`src/sv/uv_sphere_vertex_generator_defines.svh`:
```
// assertion macros shared by the uv sphere vertex generator modules
// expects clk and rst in the scope of each use
`ifndef UV_SPHERE_VERTEX_GENERATOR_DEFINES_SVH
`define UV_SPHERE_VERTEX_GENERATOR_DEFINES_SVH

// same-cycle implication
`define UVS_ASSERT_NOW(label, ante, cons) \
  label: assert property (@(posedge clk) disable iff (rst) (ante) |-> (cons)) \
    else $error("uvs check failed");

// next-cycle implication
`define UVS_ASSERT_NEXT(label, ante, cons) \
  label: assert property (@(posedge clk) disable iff (rst) (ante) |=> (cons)) \
    else $error("uvs check failed");

`endif

```
`src/sv/uvs_pkg.sv`:
```
// types, constants and helper functions of the uv sphere vertex generator
// no dependencies
package uvs_pkg;

  localparam int CNT_W = 9;
  localparam int IDX_W = 17;
  localparam int FRAC_W = 17;
  localparam int RAD_W = 16;
  localparam int XW = 34;
  localparam int CORDIC_STEPS = 24;
  localparam int QUEUE_DEPTH = 4;
  localparam int REG_IDX_W = 2;

  localparam int DEF_MAX_SEGMENTS = 256;
  localparam int DEF_MAX_RINGS = 256;
  localparam int DEF_SINE_TABLE_BITS = 10;

  localparam logic [CNT_W-1:0] MIN_SEGMENTS = 9'd3;
  localparam logic [CNT_W-1:0] MIN_RINGS = 9'd2;
  localparam logic signed [XW-1:0] CORDIC_GAIN = 34'sd652032874;
  localparam logic signed [15:0] ONE_Q14 = 16'sd16384;

  localparam logic [RAD_W-1:0] RST_RADIUS = 16'd256;
  localparam logic [CNT_W-1:0] RST_SEGMENTS = 9'd16;
  localparam logic [CNT_W-1:0] RST_RINGS = 9'd8;

  localparam logic [REG_IDX_W-1:0] REG_RADIUS = 2'd0;
  localparam logic [REG_IDX_W-1:0] REG_SEGMENTS = 2'd1;
  localparam logic [REG_IDX_W-1:0] REG_RINGS = 2'd2;

  localparam logic [1:0] QUAD_0 = 2'd0;
  localparam logic [1:0] QUAD_1 = 2'd1;
  localparam logic [1:0] QUAD_2 = 2'd2;

  typedef struct packed {
    logic [RAD_W-1:0] radius;
    logic [CNT_W-1:0] segs;
    logic [CNT_W-1:0] rings;
  } geom_t;

  typedef struct packed {
    logic [CNT_W-1:0] ring;
    logic [CNT_W-1:0] seg;
    logic [IDX_W-1:0] point_index;
    logic [IDX_W-1:0] below_index;
    logic has_quad;
    logic out_of_grid;
  } qitem_t;

  typedef struct packed {
    logic [16:0] tex_u;
    logic [16:0] tex_v;
    logic [IDX_W-1:0] point_index;
    logic [IDX_W-1:0] below_index;
    logic has_quad;
    logic out_of_grid;
  } side_t;

  // atan(2^-i) in units of 2^-32 turn
  function automatic logic signed [XW-1:0] atan_turn(input int i);
    case (i)
      0: return 34'sd536870912;
      1: return 34'sd316933406;
      2: return 34'sd167458907;
      3: return 34'sd85004756;
      4: return 34'sd42667331;
      5: return 34'sd21354465;
      6: return 34'sd10679838;
      7: return 34'sd5340245;
      8: return 34'sd2670163;
      9: return 34'sd1335087;
      10: return 34'sd667544;
      11: return 34'sd333772;
      12: return 34'sd166886;
      13: return 34'sd83443;
      14: return 34'sd41722;
      15: return 34'sd20861;
      16: return 34'sd10430;
      17: return 34'sd5215;
      18: return 34'sd2608;
      19: return 34'sd1304;
      20: return 34'sd652;
      21: return 34'sd326;
      22: return 34'sd163;
      23: return 34'sd81;
      default: return '0;
    endcase
  endfunction

  // q30 to q14 with clamp to [0, 1]
  function automatic logic signed [15:0] q14_from_q30(input logic signed [XW-1:0] v);
    logic signed [XW-1:0] t;
    t = '0;
    if (!v[XW-1]) begin
      t = (v + 34'sd32768) >>> 16;
    end
    if (t > 34'sd16384) begin
      return ONE_Q14;
    end
    return t[15:0];
  endfunction

endpackage

```
`src/sv/uvs_queue.sv`:
```
// short request queue between the front end and the compute pipeline
// depends on uvs_pkg
`include "uv_sphere_vertex_generator_defines.svh"
module uvs_queue import uvs_pkg::*; (
  input  logic   clk,
  input  logic   rst,
  input  logic   push,
  input  qitem_t push_item,
  output logic   full,
  input  logic   pop,
  output logic   valid,
  output qitem_t head
);

  localparam int PW = $clog2(QUEUE_DEPTH);

  qitem_t        mem [QUEUE_DEPTH];
  logic [PW-1:0] wr_ptr;
  logic [PW-1:0] rd_ptr;
  logic [PW:0]   count;
  logic          do_push;
  logic          do_pop;

  assign full = (count == (PW+1)'(QUEUE_DEPTH));
  assign valid = (count != '0);
  assign do_push = push && !full;
  assign do_pop = pop && valid;
  assign head = mem[rd_ptr];

  always_ff @(posedge clk) begin
    if (do_push) begin
      mem[wr_ptr] <= push_item;
    end
  end

  always_ff @(posedge clk) begin
    if (rst) begin
      wr_ptr <= '0;
      rd_ptr <= '0;
      count <= '0;
    end else begin
      if (do_push) begin
        wr_ptr <= wr_ptr + 1'b1;
      end
      if (do_pop) begin
        rd_ptr <= rd_ptr + 1'b1;
      end
      count <= count + (PW+1)'(do_push) - (PW+1)'(do_pop);
    end
  end

  `UVS_ASSERT_NOW(a_count_bound, 1'b1, count <= (PW+1)'(QUEUE_DEPTH))
  `UVS_ASSERT_NEXT(a_count_up, do_push && !do_pop, count == $past(count) + 1'b1)
  `UVS_ASSERT_NEXT(a_count_down, do_pop && !do_push, count == $past(count) - 1'b1)

endmodule

```
`config.mk`:
```
export PLATFORM = sky130hd
export DESIGN_NAME = uvs_queue
export DESIGN_NICKNAME = d
export VERILOG_FILES = /design/src/sv/uvs_pkg.sv /design/src/sv/uvs_queue.sv
export VERILOG_INCLUDE_DIRS = /design/src /design/src/sv
export SDC_FILE = /design/constraint.sdc
export NUM_CORES = 1
export LEC_CHECK = 0
export BUFFER_PORTS_ARGS = -buffer_cell sky130_fd_sc_hd__buf_2
export CORE_ASPECT_RATIO = 2
export CORE_UTILIZATION = 40
export CTS_CLUSTER_DIAMETER = 120
export DETAILED_ROUTE_END_ITERATION = 12
export PLACE_DENSITY_LB_ADDON = 0.25
export SYNTH_ARGS = -nofsm -noshare
export SYNTH_HDL_FRONTEND = slang
export SYNTH_SLANG_ARGS = --single-unit
export TNS_END_PERCENT = 30
```
`constraint.sdc`:
```
create_clock -name clk -period 5.48 [get_ports clk]
set_input_delay 1.37 -clock clk [delete_from_list [all_inputs] [get_ports clk]]
set_output_delay 1.37 -clock clk [all_outputs]
set_load 0.02 [all_outputs]
```
**Yosys cells after proc, flatten, opt, wreduce, memory -nomap -nowiden**

Memories as Yosys holds them, arrays and structs flattened. A register that Yosys moved wholly into a read port is not among the register bits.
Cells that the tools add are included.

- Register bits: 7
- Bits in latches: 0
- RAM bits: 216
- ROM bits: 0
- Bits of input ports: 58
- Output and inout bits: 56
- Word-level logic and storage cells: 17
- Memories kept: 1

- Add/sub/neg operators: 4
- Multiply operators: 0
- Divide/modulo/power cells: 0
- Order comparisons: 0
- Equal/unequal tests: 1
- Shift operators: 0
- Mux-type cells: 4
- Bitwise operators: 0
- Reductions and logical operators: 4

Memories:

| memory | words | bits a word | rd ports | clocked after memory_dff | write ports | RTL line | RTL |
|---|---|---|---|---|---|---|---|
| mem | 4 | 54 | 1 | 1 | 1 | uvs_queue.sv:17 | `qitem_t mem [QUEUE_DEPTH];` |

Operators with widths:

| cell | count |
|---|---|
| $add A2 B1 Y2 const B | 2 |
| $mux W2 | 2 |
| $add A3 B1 Y3 | 1 |
| $eq A3 B3 Y1 const B | 1 |
| $reduce_bool A3 Y1 | 1 |
| $sub A3 B1 Y3 | 1 |
| $logic_and A1 B1 Y1 | 2 |
| $mux W1 | 2 |
| $logic_not A1 Y1 | 1 |

**Logic depth before layout (Yosys ltp)**

- Word-level depth: 5
- Depth in mapped cells: 11
- Gate-level depth less buffers: 11

**Worst setup path after synthesis**

OpenSTA, ideal clock, no wires.

- Kind: in2reg
- Start point: in push
- End point: mem mem[0][0] in the netlist's numbering, enable pin
- Setup time: 417 ps
- Data arrival time: 2979 ps
- Required time: 5063 ps
- Slack: 2083 ps
- Cell stages on the path: 3
- Buffers on the path: 0
- Cell sequence: inv_1 > nor2_1 > and2_1

- Word-level cells in the longest chain between the ends: 3

Ends and longest elaborated chain:

| element | RTL line | RTL |
|---|---|---|
| from (decl) | uvs_queue.sv:7 | `input logic push,` |
| $logic_and A1 B1 Y1 | uvs_queue.sv:26 | `assign do_push = push && !full;` |
| $mux W1 | uvs_queue.sv:31 | `if (do_push) begin` |
| $mux W1 (not written as such) | uvs_queue.sv:32 | `mem[wr_ptr] <= push_item;` |
| to (decl) | uvs_queue.sv:17 |  |

Every way passes these cells.

==> reports/results.ini <==
[synth]
ys_types=26
netlist_instances=331
ys.warnings.count=0
syn_avg_cell_area_sq_um=25.2
ys_ff_latch=225
syn-cell-area_sq_um=8330
synth_fp_nets=396
synth_seq_area_share_pct=80.1

[clock_tree]
cts-resized-gates=0
post_cts_buffers=0
cts_tree=done
cts.sinks=225
clock_latency_ns=0.49
ctsHoldBuffers=0
cts_buffer_depth=3
cts-root-buf=clkbuf_16
cts_buffers=19
cts_max_level=1
clk_pin_slew_ns=0.07

[layout]
final_cells=737
utilization_pct=47.9
n_fill_cell=1744
final_cell_mix=216 x edfxtp_1, 113 x buf_2, 50 x mux4_2, 19 x clkbuf_16
final_layout_size_suffix_gt1_share_pct=43.4
syn_to_final_growth_pct=17.3
ff_latch_area_sq_um=6670
layout_commonest_cell=edfxtp_1
multi_input_area_sq_um=1500
num-nets-final=524
fin_area_sq_um=9760

[timing]
timing.fmax_mhz=261
period_minus_slack_ns=3.83
setup_viol=0
rsz0062_at_grt=no
max_slew_margin_pct=35.1
fin_crit_sh_pct=70.0
tightest_slew_ns=0.974
final.setup.tns_ns=0
hold_viol=0
clock_skew_ns=0.0174
maxSlewViolCount=0

[worst_setup_path]
ff2ff_path_depth=4
end_kind=primary output
start_kind=register
required_ns=4.11
ff2ff_setup_slack_ns=2.90
reg2reg_from=count[1]
cp_max_fo=32
arrival_ns=2.46
worstReg2RegEnd=mem[0][19]
path_class=register to primary output

[pwr]
finalPower_mw=4.67
irDropWorstVdd_uv=313
leakage_nw=3.28
power_density_nw_per_um2=478

[global_route]
track_usage_pct=14.5
grt_pass1_vias=4079
grt_max_degree=35
gr-total-overflow=0
grt_pass1_wl_um=23200
antenna_found_initial=0

[placed_design]
routabilityCongestion=0.705
dpl_cell_area_sq_um=9140
post-place-cells=704
dp_hpwl_um=9800
io_buffers=113

[worst_hold_path]
hold_start=wr_ptr[1]
min_to=wr_ptr[1]
min_path_type=register to register
worstHoldPathCells=2

[routing]
drt_iter0_drc=213
drt-total-wl_um=15300
vias=3727
drtPass1Iterations=4
wl_per_cell_um=20.8
ant_nets=0
drc_errors=0
via_per_inst=5.06

[floorplanning]
io_pins=114
die_w_um=104
fp.dieH_um=206
core-area_sq_um=20400
dieArea_sq_um=21400
initial_core_util_pct=40.9
rows=74

[outcome]
status=completed

[flow_run]
cap_violations=0

## synth_stat cells
cell type	count	area share, %
xnor2_1	1	0.11
buf_6	1	0.14
nor2b_1	1	0.075
edfxtp_1	216	78
buf_12	5	1.2
nor3b_2	1	0.15
dfxtp_1	9	2.2
ha_1	6	0.90
inv_1	6	0.27
nand2b_1	2	0.15
fa_1	1	0.24
clkbuf_2	1	0.060
a21oi_1	1	0.060
buf_2	5	0.30
nor2_1	6	0.27
o21ai_0	1	0.060
and2_1	5	0.38
o311ai_0	1	0.11
o31a_1	1	0.11
mux2i_1	1	0.12
clkbuf_1	1	0.045
nor3_1	1	0.060
or3_1	2	0.15
xor2_1	2	0.21
mux4_2	50	14
mux4_1	4	1.3
## final cells by class
cell class / count / area share (%)
Clock buffer: 21 / 4.95
Tap cell: 266 / 3.41
Inverter: 6 / 0.231
Multi-Input combinational cell: 87 / 15.3
Clock inverter: 11 / 1.40
Antenna cell: 1 / 0.0256
Sequential cell: 225 / 68.3
Timing Repair Buffer: 120 / 6.33
## sequential cells by signal (all words and copies together) (netlist names), named ones only
signal,flops
rd_ptr,2
count,3
mem,216
wr_ptr,2
## critical path, stage by stage (launching register included)
cell	delay [ns]
dfxtp_2	0.90
buf_4	0.46
mux4_2	0.41
buf_2	0.19
## logic make-up (layout without fill, tap and decap cells)
family                   after synthesis  after routing  synth area share [%]
AO/OA/AOI/OAI                          4              4                 0.331
XOR/XNOR                               3              3                 0.316
flip-flops                           225            225                  80.1
adder cells (fa/ha/maj)                7              7                  1.14
buffers and inverters                 19            158                  2.01
multiplexers                          55             55                  14.9
AND/OR/NAND/NOR                       18             18                  1.23
other                                  0              1                     0
## how the worst max path moves through the flow
stage / start / endpoint / slack, ns / depth (start not counted)
after global placement: push / mem[1][32] / 1.95 / 5
after CTS: register / head[53] / 1.55 / 3
after global routing: register / head[53] / 1.46 / 3
final: register / head[27] / 1.65 / 3
after floorplan: push / mem[0][0] / 2.08 / 3
after detailed placement: push / mem[0][30] / 1.88 / 5
## through the flow
stage,worst slack (ns),hold slack (ns)
6_report,1.65,0.518
5_1_grt,1.46,0.577
4_1_cts,1.55,0.526
3_5_place_dp,1.88,0.517
3_3_place_gp,1.95,0.500
2_1_floorplan,2.08,0.482
## routing by layer
metal	vias up	part of all wire (%)	track usage, %
met5	-	0	0
met4	0	2.3	5.20
met3	23	4.1	1.92
met2	96	57	28.0
met1	1954	37	16.1
li1	1654	-	-
## where the power goes
part | switching [mW] | internal (mW) | leakage (nW)
combinational | 0.637 | 0.481 | 0.924
clock | 0.567 | 0.780 | 0.301
sequential | 0.117 | 2.09 | 2.05
No activity file was read; power rests on OpenSTA's default activity.
