## config.mk

```make
export PLATFORM = sky130hd
export DESIGN_NAME = uvs_front
export DESIGN_NICKNAME = d
export VERILOG_FILES = /design/src/sv/uv_sphere_vertex_generator_defines.svh /design/src/sv/uvs_pkg.sv /design/src/sv/uvs_front.sv
export SDC_FILE = /design/constraint.sdc
export NUM_CORES = 1
export LEC_CHECK = 0
export ABC_CLOCK_PERIOD_IN_PS = 6550
export BUFFER_PORTS_ARGS = -buffer_cell sky130_fd_sc_hd__buf_2
export CAP_MARGIN = 20
export CORE_MARGIN = 2
export CORE_UTILIZATION = 41
export CTS_CLUSTER_DIAMETER = 80
export DETAILED_ROUTE_END_ITERATION = 6
export HOLD_SLACK_MARGIN = 0.02
export PLACE_DENSITY_LB_ADDON = 0.25
export SETUP_SLACK_MARGIN = 0.15
export SYNTH_ARGS = -nofsm -noshare
export SYNTH_HDL_FRONTEND = slang
export SYNTH_SLANG_ARGS = --single-unit
```

## constraint.sdc

```tcl
create_clock -name clk -period 6.55 [get_ports clk]
set_clock_uncertainty 0.2 [all_clocks]
set_input_delay 0.3275 -clock clk [delete_from_list [all_inputs] [get_ports clk]]
set_output_delay 0.3275 -clock clk [all_outputs]
set_load 0.03 [all_outputs]
```

## src/sv/uv_sphere_vertex_generator_defines.svh

```systemverilog
// assertion macros shared by the uv sphere vertex generator modules
// expects clk and rst in the scope of each use
`ifndef UV_SPHERE_VERTEX_GENERATOR_DEFINES_SVH
`define UV_SPHERE_VERTEX_GENERATOR_DEFINES_SVH

// same-cycle implication
`define UVS_ASSERT_NOW(label, ante, cons) \
  label: assert property (@(posedge clk) disable iff (rst) (ante) |-> (cons)) \
    else $error("uvs check failed");

// next-cycle implication
`define UVS_ASSERT_NEXT(label, ante, cons) \
  label: assert property (@(posedge clk) disable iff (rst) (ante) |=> (cons)) \
    else $error("uvs check failed");

`endif

```

## src/sv/uvs_pkg.sv

```systemverilog
// types, constants and helper functions of the uv sphere vertex generator
// no dependencies
package uvs_pkg;

  localparam int CNT_W = 9;
  localparam int IDX_W = 17;
  localparam int FRAC_W = 17;
  localparam int RAD_W = 16;
  localparam int XW = 34;
  localparam int CORDIC_STEPS = 24;
  localparam int QUEUE_DEPTH = 4;
  localparam int REG_IDX_W = 2;

  localparam int DEF_MAX_SEGMENTS = 256;
  localparam int DEF_MAX_RINGS = 256;
  localparam int DEF_SINE_TABLE_BITS = 10;

  localparam logic [CNT_W-1:0] MIN_SEGMENTS = 9'd3;
  localparam logic [CNT_W-1:0] MIN_RINGS = 9'd2;
  localparam logic signed [XW-1:0] CORDIC_GAIN = 34'sd652032874;
  localparam logic signed [15:0] ONE_Q14 = 16'sd16384;

  localparam logic [RAD_W-1:0] RST_RADIUS = 16'd256;
  localparam logic [CNT_W-1:0] RST_SEGMENTS = 9'd16;
  localparam logic [CNT_W-1:0] RST_RINGS = 9'd8;

  localparam logic [REG_IDX_W-1:0] REG_RADIUS = 2'd0;
  localparam logic [REG_IDX_W-1:0] REG_SEGMENTS = 2'd1;
  localparam logic [REG_IDX_W-1:0] REG_RINGS = 2'd2;

  localparam logic [1:0] QUAD_0 = 2'd0;
  localparam logic [1:0] QUAD_1 = 2'd1;
  localparam logic [1:0] QUAD_2 = 2'd2;

  typedef struct packed {
    logic [RAD_W-1:0] radius;
    logic [CNT_W-1:0] segs;
    logic [CNT_W-1:0] rings;
  } geom_t;

  typedef struct packed {
    logic [CNT_W-1:0] ring;
    logic [CNT_W-1:0] seg;
    logic [IDX_W-1:0] point_index;
    logic [IDX_W-1:0] below_index;
    logic has_quad;
    logic out_of_grid;
  } qitem_t;

  typedef struct packed {
    logic [16:0] tex_u;
    logic [16:0] tex_v;
    logic [IDX_W-1:0] point_index;
    logic [IDX_W-1:0] below_index;
    logic has_quad;
    logic out_of_grid;
  } side_t;

  // atan(2^-i) in units of 2^-32 turn
  function automatic logic signed [XW-1:0] atan_turn(input int i);
    case (i)
      0: return 34'sd536870912;
      1: return 34'sd316933406;
      2: return 34'sd167458907;
      3: return 34'sd85004756;
      4: return 34'sd42667331;
      5: return 34'sd21354465;
      6: return 34'sd10679838;
      7: return 34'sd5340245;
      8: return 34'sd2670163;
      9: return 34'sd1335087;
      10: return 34'sd667544;
      11: return 34'sd333772;
      12: return 34'sd166886;
      13: return 34'sd83443;
      14: return 34'sd41722;
      15: return 34'sd20861;
      16: return 34'sd10430;
      17: return 34'sd5215;
      18: return 34'sd2608;
      19: return 34'sd1304;
      20: return 34'sd652;
      21: return 34'sd326;
      22: return 34'sd163;
      23: return 34'sd81;
      default: return '0;
    endcase
  endfunction

  // q30 to q14 with clamp to [0, 1]
  function automatic logic signed [15:0] q14_from_q30(input logic signed [XW-1:0] v);
    logic signed [XW-1:0] t;
    t = '0;
    if (!v[XW-1]) begin
      t = (v + 34'sd32768) >>> 16;
    end
    if (t > 34'sd16384) begin
      return ONE_Q14;
    end
    return t[15:0];
  endfunction

endpackage

```

## src/sv/uvs_front.sv

```systemverilog
// front end: configuration registers, count clamping and grid classification
// depends on uvs_pkg
module uvs_front import uvs_pkg::*; #(
  parameter int MAX_SEGMENTS = DEF_MAX_SEGMENTS,
  parameter int MAX_RINGS = DEF_MAX_RINGS
) (
  input  logic                 clk,
  input  logic                 rst,
  input  logic                 cfg_we,
  input  logic [REG_IDX_W-1:0] cfg_index,
  input  logic [RAD_W-1:0]     cfg_data,
  input  logic [CNT_W-1:0]     ring_index,
  input  logic [CNT_W-1:0]     segment_index,
  output qitem_t               item,
  output geom_t                geom
);

  logic [RAD_W-1:0] sphere_radius;
  logic [CNT_W-1:0] segment_count;
  logic [CNT_W-1:0] ring_count;
  logic [CNT_W-1:0] segs;
  logic [CNT_W-1:0] rings;
  logic [2*CNT_W:0] point_full;
  logic [IDX_W:0]   below_full;
  logic             oog;
  logic             quad;

  always_ff @(posedge clk) begin
    if (rst) begin
      sphere_radius <= RST_RADIUS;
      segment_count <= RST_SEGMENTS;
      ring_count <= RST_RINGS;
    end else if (cfg_we) begin
      case (cfg_index)
        REG_RADIUS: sphere_radius <= cfg_data;
        REG_SEGMENTS: segment_count <= cfg_data[CNT_W-1:0];
        REG_RINGS: ring_count <= cfg_data[CNT_W-1:0];
        default: ;
      endcase
    end
  end

  always_comb begin
    if (segment_count < MIN_SEGMENTS) begin
      segs = MIN_SEGMENTS;
    end else if (32'(segment_count) > MAX_SEGMENTS) begin
      segs = CNT_W'(MAX_SEGMENTS);
    end else begin
      segs = segment_count;
    end
    if (ring_count < MIN_RINGS) begin
      rings = MIN_RINGS;
    end else if (32'(ring_count) > MAX_RINGS) begin
      rings = CNT_W'(MAX_RINGS);
    end else begin
      rings = ring_count;
    end
  end

  assign oog = (ring_index > rings) || (segment_index > segs);
  assign quad = (ring_index < rings) && (segment_index < segs);
  assign point_full = ring_index * ({1'b0, segs} + 1'b1) + (2*CNT_W+1)'(segment_index);
  assign below_full = (IDX_W+1)'(point_full[IDX_W-1:0]) + (IDX_W+1)'(segs) + 1'b1;

  always_comb begin
    item.ring = ring_index;
    item.seg = segment_index;
    item.out_of_grid = oog;
    item.has_quad = quad && !oog;
    item.point_index = oog ? '0 : point_full[IDX_W-1:0];
    item.below_index = (quad && !oog) ? below_full[IDX_W-1:0] : '0;
  end

  assign geom.radius = sphere_radius;
  assign geom.segs = segs;
  assign geom.rings = rings;

endmodule

```

# Word level (Yosys, flattened, before mapping)
# Index checks and enable logic that the tools add are counted.
# totals
register_bits	34
latch_bits	0
mem_bits_rw	0
romBits	0
elab_cells	32
n_memories	0
# op_classes
add_sub_neg	4
mul	1
div_mod_pow	0
magnitude_cmp	8
eq_ne	2
n_shift	0
mux	6
bitwise	0
reduce_logical	8
# ops
op	n
$mux W9	4
$add A17 B9 Y17	2
$mux W17	2
$gt A9 B9 Y1	2
$gt A9 B9 Y1 const B	2
$lt A9 B2 Y1 const B	2
$lt A9 B9 Y1	2
$add A17 B1 Y17 const B	1
$mul A9 B10 Y17	1
$add A9 B1 Y10 const B	1
$reduce_and A2 Y1	3
$eq A2 B1 Y1 const B	1
$eq A2 B2 Y1 const B	1
$logic_and A1 B1 Y1	2
$logic_not A2 Y1	1
$logic_not A1 Y1	1
$logic_or A1 B1 Y1	1

# Logic depth before layout (Yosys ltp)
# depth
depth_word	9
mapped_depth	31
mapped_depth_nobuf	31

# Worst setup path after synthesis
# No wires, ideal clock.
# synth_path
kind	register -> output
startpoint	register segment_count[4]
endpoint	output item[18] (netlist bit)
arrival_ns	7.295
required_ns	6.023
slack_ns	-1.273
stages_incl_launch_ff	31
path_buffers	0
path_cell_list	dfxtp_1 > nor2_1 > and3_1 > o21ai_1 > inv_1 > ha_1 > and3_4 > nand3_1 > xnor2_1 > nand2_1 > fa_1 > inv_1 > fa_1 > inv_1 > fa_1 > inv_1 > fa_1 > inv_1 > fa_1 > inv_1 > ha_1 > nor3_1 > a21oi_1 > xor2_1 > ha_1 > nor2_1 > nor2_1 > o41ai_4 > nor4_2 > a211oi_1 > nor3_1
# synth_rtl
element	line_no	rtl
from (decl)	uvs_front.sv:19	logic [CNT_W-1:0] segment_count;
from (signal assigned)	uvs_front.sv:36	REG_SEGMENTS: segment_count <= cfg_data[CNT_W-1:0];
to (decl)	uvs_front.sv:14	output qitem_t item,

==> reports/results.ini <==
[sta]
period_minus_slack_ps=7180
final.setup.worst_slack_ps=-633
grt_setup_unrepaired=true
maxSlewViolCount=0
report.final.hold_viol_count=0
max_freq_mhz=139
worst-slew-pin-transition_ps=1030
setup_failing_eps_final=16
period_share_pct=110
max_slew_margin_pct=31.0

[critical_path]
worst_path_largest_cell_delay_ps=530
criticalPathCategory=reg -> out
critical_path.startpoint=segment_count[4]$_SDFFE_PP1P_
regToRegSetupSlack_ps=5430
critical_path.reg2reg.startpoint=segment_count[2]$_SDFFE_PP0P_
r2r-end=segment_count[2]$_SDFFE_PP0P_
crit_path_start_kind=register
required_ps=6020
crit_path_top_delay_cell=fa_1
critical-path-top-cell-by-count=fa_1
worst_ep_arrival_time_ps=6660
endpoint_kind=primary output
reg2reg_depth=4
timing.critical_path.fanout_max=4

[hold_path]
hold_start=cfg_data[9]
hold_path.class=in -> reg
worst_hold_path_ep=sphere_radius[9]$_SDFFE_PP0P_
min_path_cells=3

[drt]
detail_route.drc_violations=0
detailed_routing_iteration_count_for_the_pre_antenna_repair_pass=4
detailroute.via_count=5756
detail_route.wl_per_cell_um=15.3
first_iter_violations=169
sum_of_routed_wire_length_over_all_layers_mm=17.5
post_drt_via_cell_ratio=5.06
number_of_nets_with_antenna_violations_after_detailed_routing=0

[cells_and_area]
layout_cell_share_with_drive_strength_beyond_1_pct=43.5
finalNetCount=1125
nFillCells=1283
synthesis_to_layout_area_growth_pct=43.8
final_standard_cell_utilization_of_the_core_pct=60.2
area.sequential_um2=689
multiInputGateArea_um2=5490

[yosys]
synthDistinctLibCells=78
synth_cells=719
synthArstFlopShare_pct=0
netlist.top_cell.by_area=fa_1
synth_ff_type=dfxtp_1
synth.yosys.warnings=0
synth-edff-count=0
synth.top_cells.by_area=fa_1 20%, ha_1 15%, dfxtp_1 11%, inv_1 5.4%, and2_1 5.3%
synth.top_cell.area_share_pct=20.4
synth_area_per_cell_um2=8.46
postSynthRegisterBits=34
synth-seq-area-share_pct=11.2
mappedNetlistArea_um2=6080

[global_routing]
grt-ovfl-total=0
number_of_antenna_violations_at_the_first_check_in_global_routing=1
grt_pass1_vias=6018
largest_net_degree_at_the_start_of_global_routing=35
globalRouteTotalUtil_pct=21.6
grt_first_pass_wirelength_mm=28.4

[pwr]
cellPowerDensity_nw_per_um2=430
finalPower_mw=3.77
max-vdd-ir-drop_uv=327
leakagePower_nw=4.48

[clock_network]
cts_made_buffers=5
max-clock-path-buffers=2
cts_root_buf=clkbuf_16
cts.clk_slew.worst_paths_ps=50
cts_tree=built
clk-insertion-delay-late_ps=270
htreeDepth=2
clock_sink_count=34

[die]
starting_density_of_the_core_pct=41.8
io-pin-count=127
floorplan.die.width_um=126
die_outline_area_um2=15800
fp.coreArea_um2=14500
fp.dieH_um=126
rows=44

[place]
finalWeightedCongestion=0.856
detailedPlace.worstSlack_ps=-447
place.detailed.hpwl_mm=13.5
io_buffer_count=126

[run]
max-cap-violations=0

[run_status]
violations=setup timing
run_status=finished with violations

power by group:
group	total [mW]	internal, mW	switching, mW
registers	0.220	0.214	0.00519
clock network	0.230	0.150	0.0798
logic	3.32	1.73	1.58
state kept, by name, summed over array words and instances (netlist names):
signal,count
ring_count,9
sphere_radius,16
segment_count,9
metal layers:
| layer | wire (um) | share of wire [%] | track usage (%) |
|---|---|---|---|
| met1 | 7540 | 43 | 27.2 |
| met2 | 8850 | 51 | 40.4 |
| met5 | 0 | 0 | 0 |
| met4 | 443 | 2.5 | 4.14 |
| met3 | 619 | 3.5 | 2.00 |
worst max path at each step:
| stage | endpoint | slack (ps) | depth (start not counted) |
|---|---|---|---|
| floorplan | item[18] | -450 | 31 |
| global placement | item[17] | -360 | 27 |
| detailed placement | item[16] | -450 | 33 |
| CTS | item[17] | -540 | 29 |
| global route | item[18] | -910 | 32 |
| finish | item[18] | -630 | 30 |
Yosys cell counts, types with 3 or more instances:
master / count
inv_1: 88
nand2_1: 82
ha_1: 72
fa_1: 62
nor2_1: 61
and2_1: 52
dfxtp_1: 34
a21oi_1: 31
buf_4: 19
xnor2_1: 19
mux2i_1: 16
clkbuf_1: 15
nor3_1: 15
nand3_1: 11
o21ai_0: 10
nor2_2: 9
a21o_1: 8
xor2_1: 8
a211oi_1: 6
o21a_1: 6
nand2b_1: 5
nor2b_1: 5
and3_1: 4
nor3b_1: 4
o221a_2: 4
inv_2: 3
nand3b_1: 3
nand4_1: 3
or3_1: 3
cells by family after synthesis:
group	Yosys count	synth area share, %
AND/OR/NAND/NOR	277	23.9
buffers and inverters	130	9.46
adder cells (fa/ha/maj)	134	35.2
multiplexers	16	2.63
AO/OA/AOI/OAI	96	12.8
other	2	0.123
flip-flops	34	11.2
XOR/XNOR	30	4.69
through the flow:
step / TNS (ps) / std cells / cell area (um2) / hold slack, ps
floorplan: -1410 / 724 / 6330 / 248
global placement: -1880 / 1099 / 7740 / 240
detailed placement: -3130 / 1099 / 7740 / 244
CTS: -4510 / 1129 / 8480 / 90.4
global route: -10320 / 1138 / 8750 / 108
finish: -5920 / 1138 / 8750 / 90.1
cell type report:
type | instances | share of cell area, %
diodes | 1 | 0.0286
clock buffers | 7 | 1.63
clock inverters | 1 | 0.0572
inverters | 92 | 4.03
multi-input cells | 560 | 62.8
flip-flops and latches | 34 | 7.88
well taps | 184 | 2.63
repair buffers | 259 | 20.9
worst max-delay path, delay by kind of cell (launching register included):
kind                       cells  cell delay, ps
DFF                            1             340
buffers and inverters          7             650
and+or+nand+nor                6             590
AOI/OAI and AO/OA              8            1510
adders and majority gates      8            3050
xor gates and xnor gates       1             220
what timing repair did:
item,in CTS,in global routing
setup buffers,22,8
hold buffers,0,0
gates resized for setup,108,43
setup endpoints to repair,19,21
pin swaps,48,18
gates cloned,0,0
layout by cell type, fill, tap and decap left out, types with 14 or more instances in the layout:
cell and instances:
mux2i_1 15, dfxtp_1 29, buf_6 36, xnor2_1 14
buf_2 104, nor2_2 22, fa_1 62, and2_1 52
nand2_1 78, inv_1 81, buf_4 117, ha_1 62
nor2_1 41, a21oi_1 24
No activity file was read; power rests on OpenSTA's default activity.
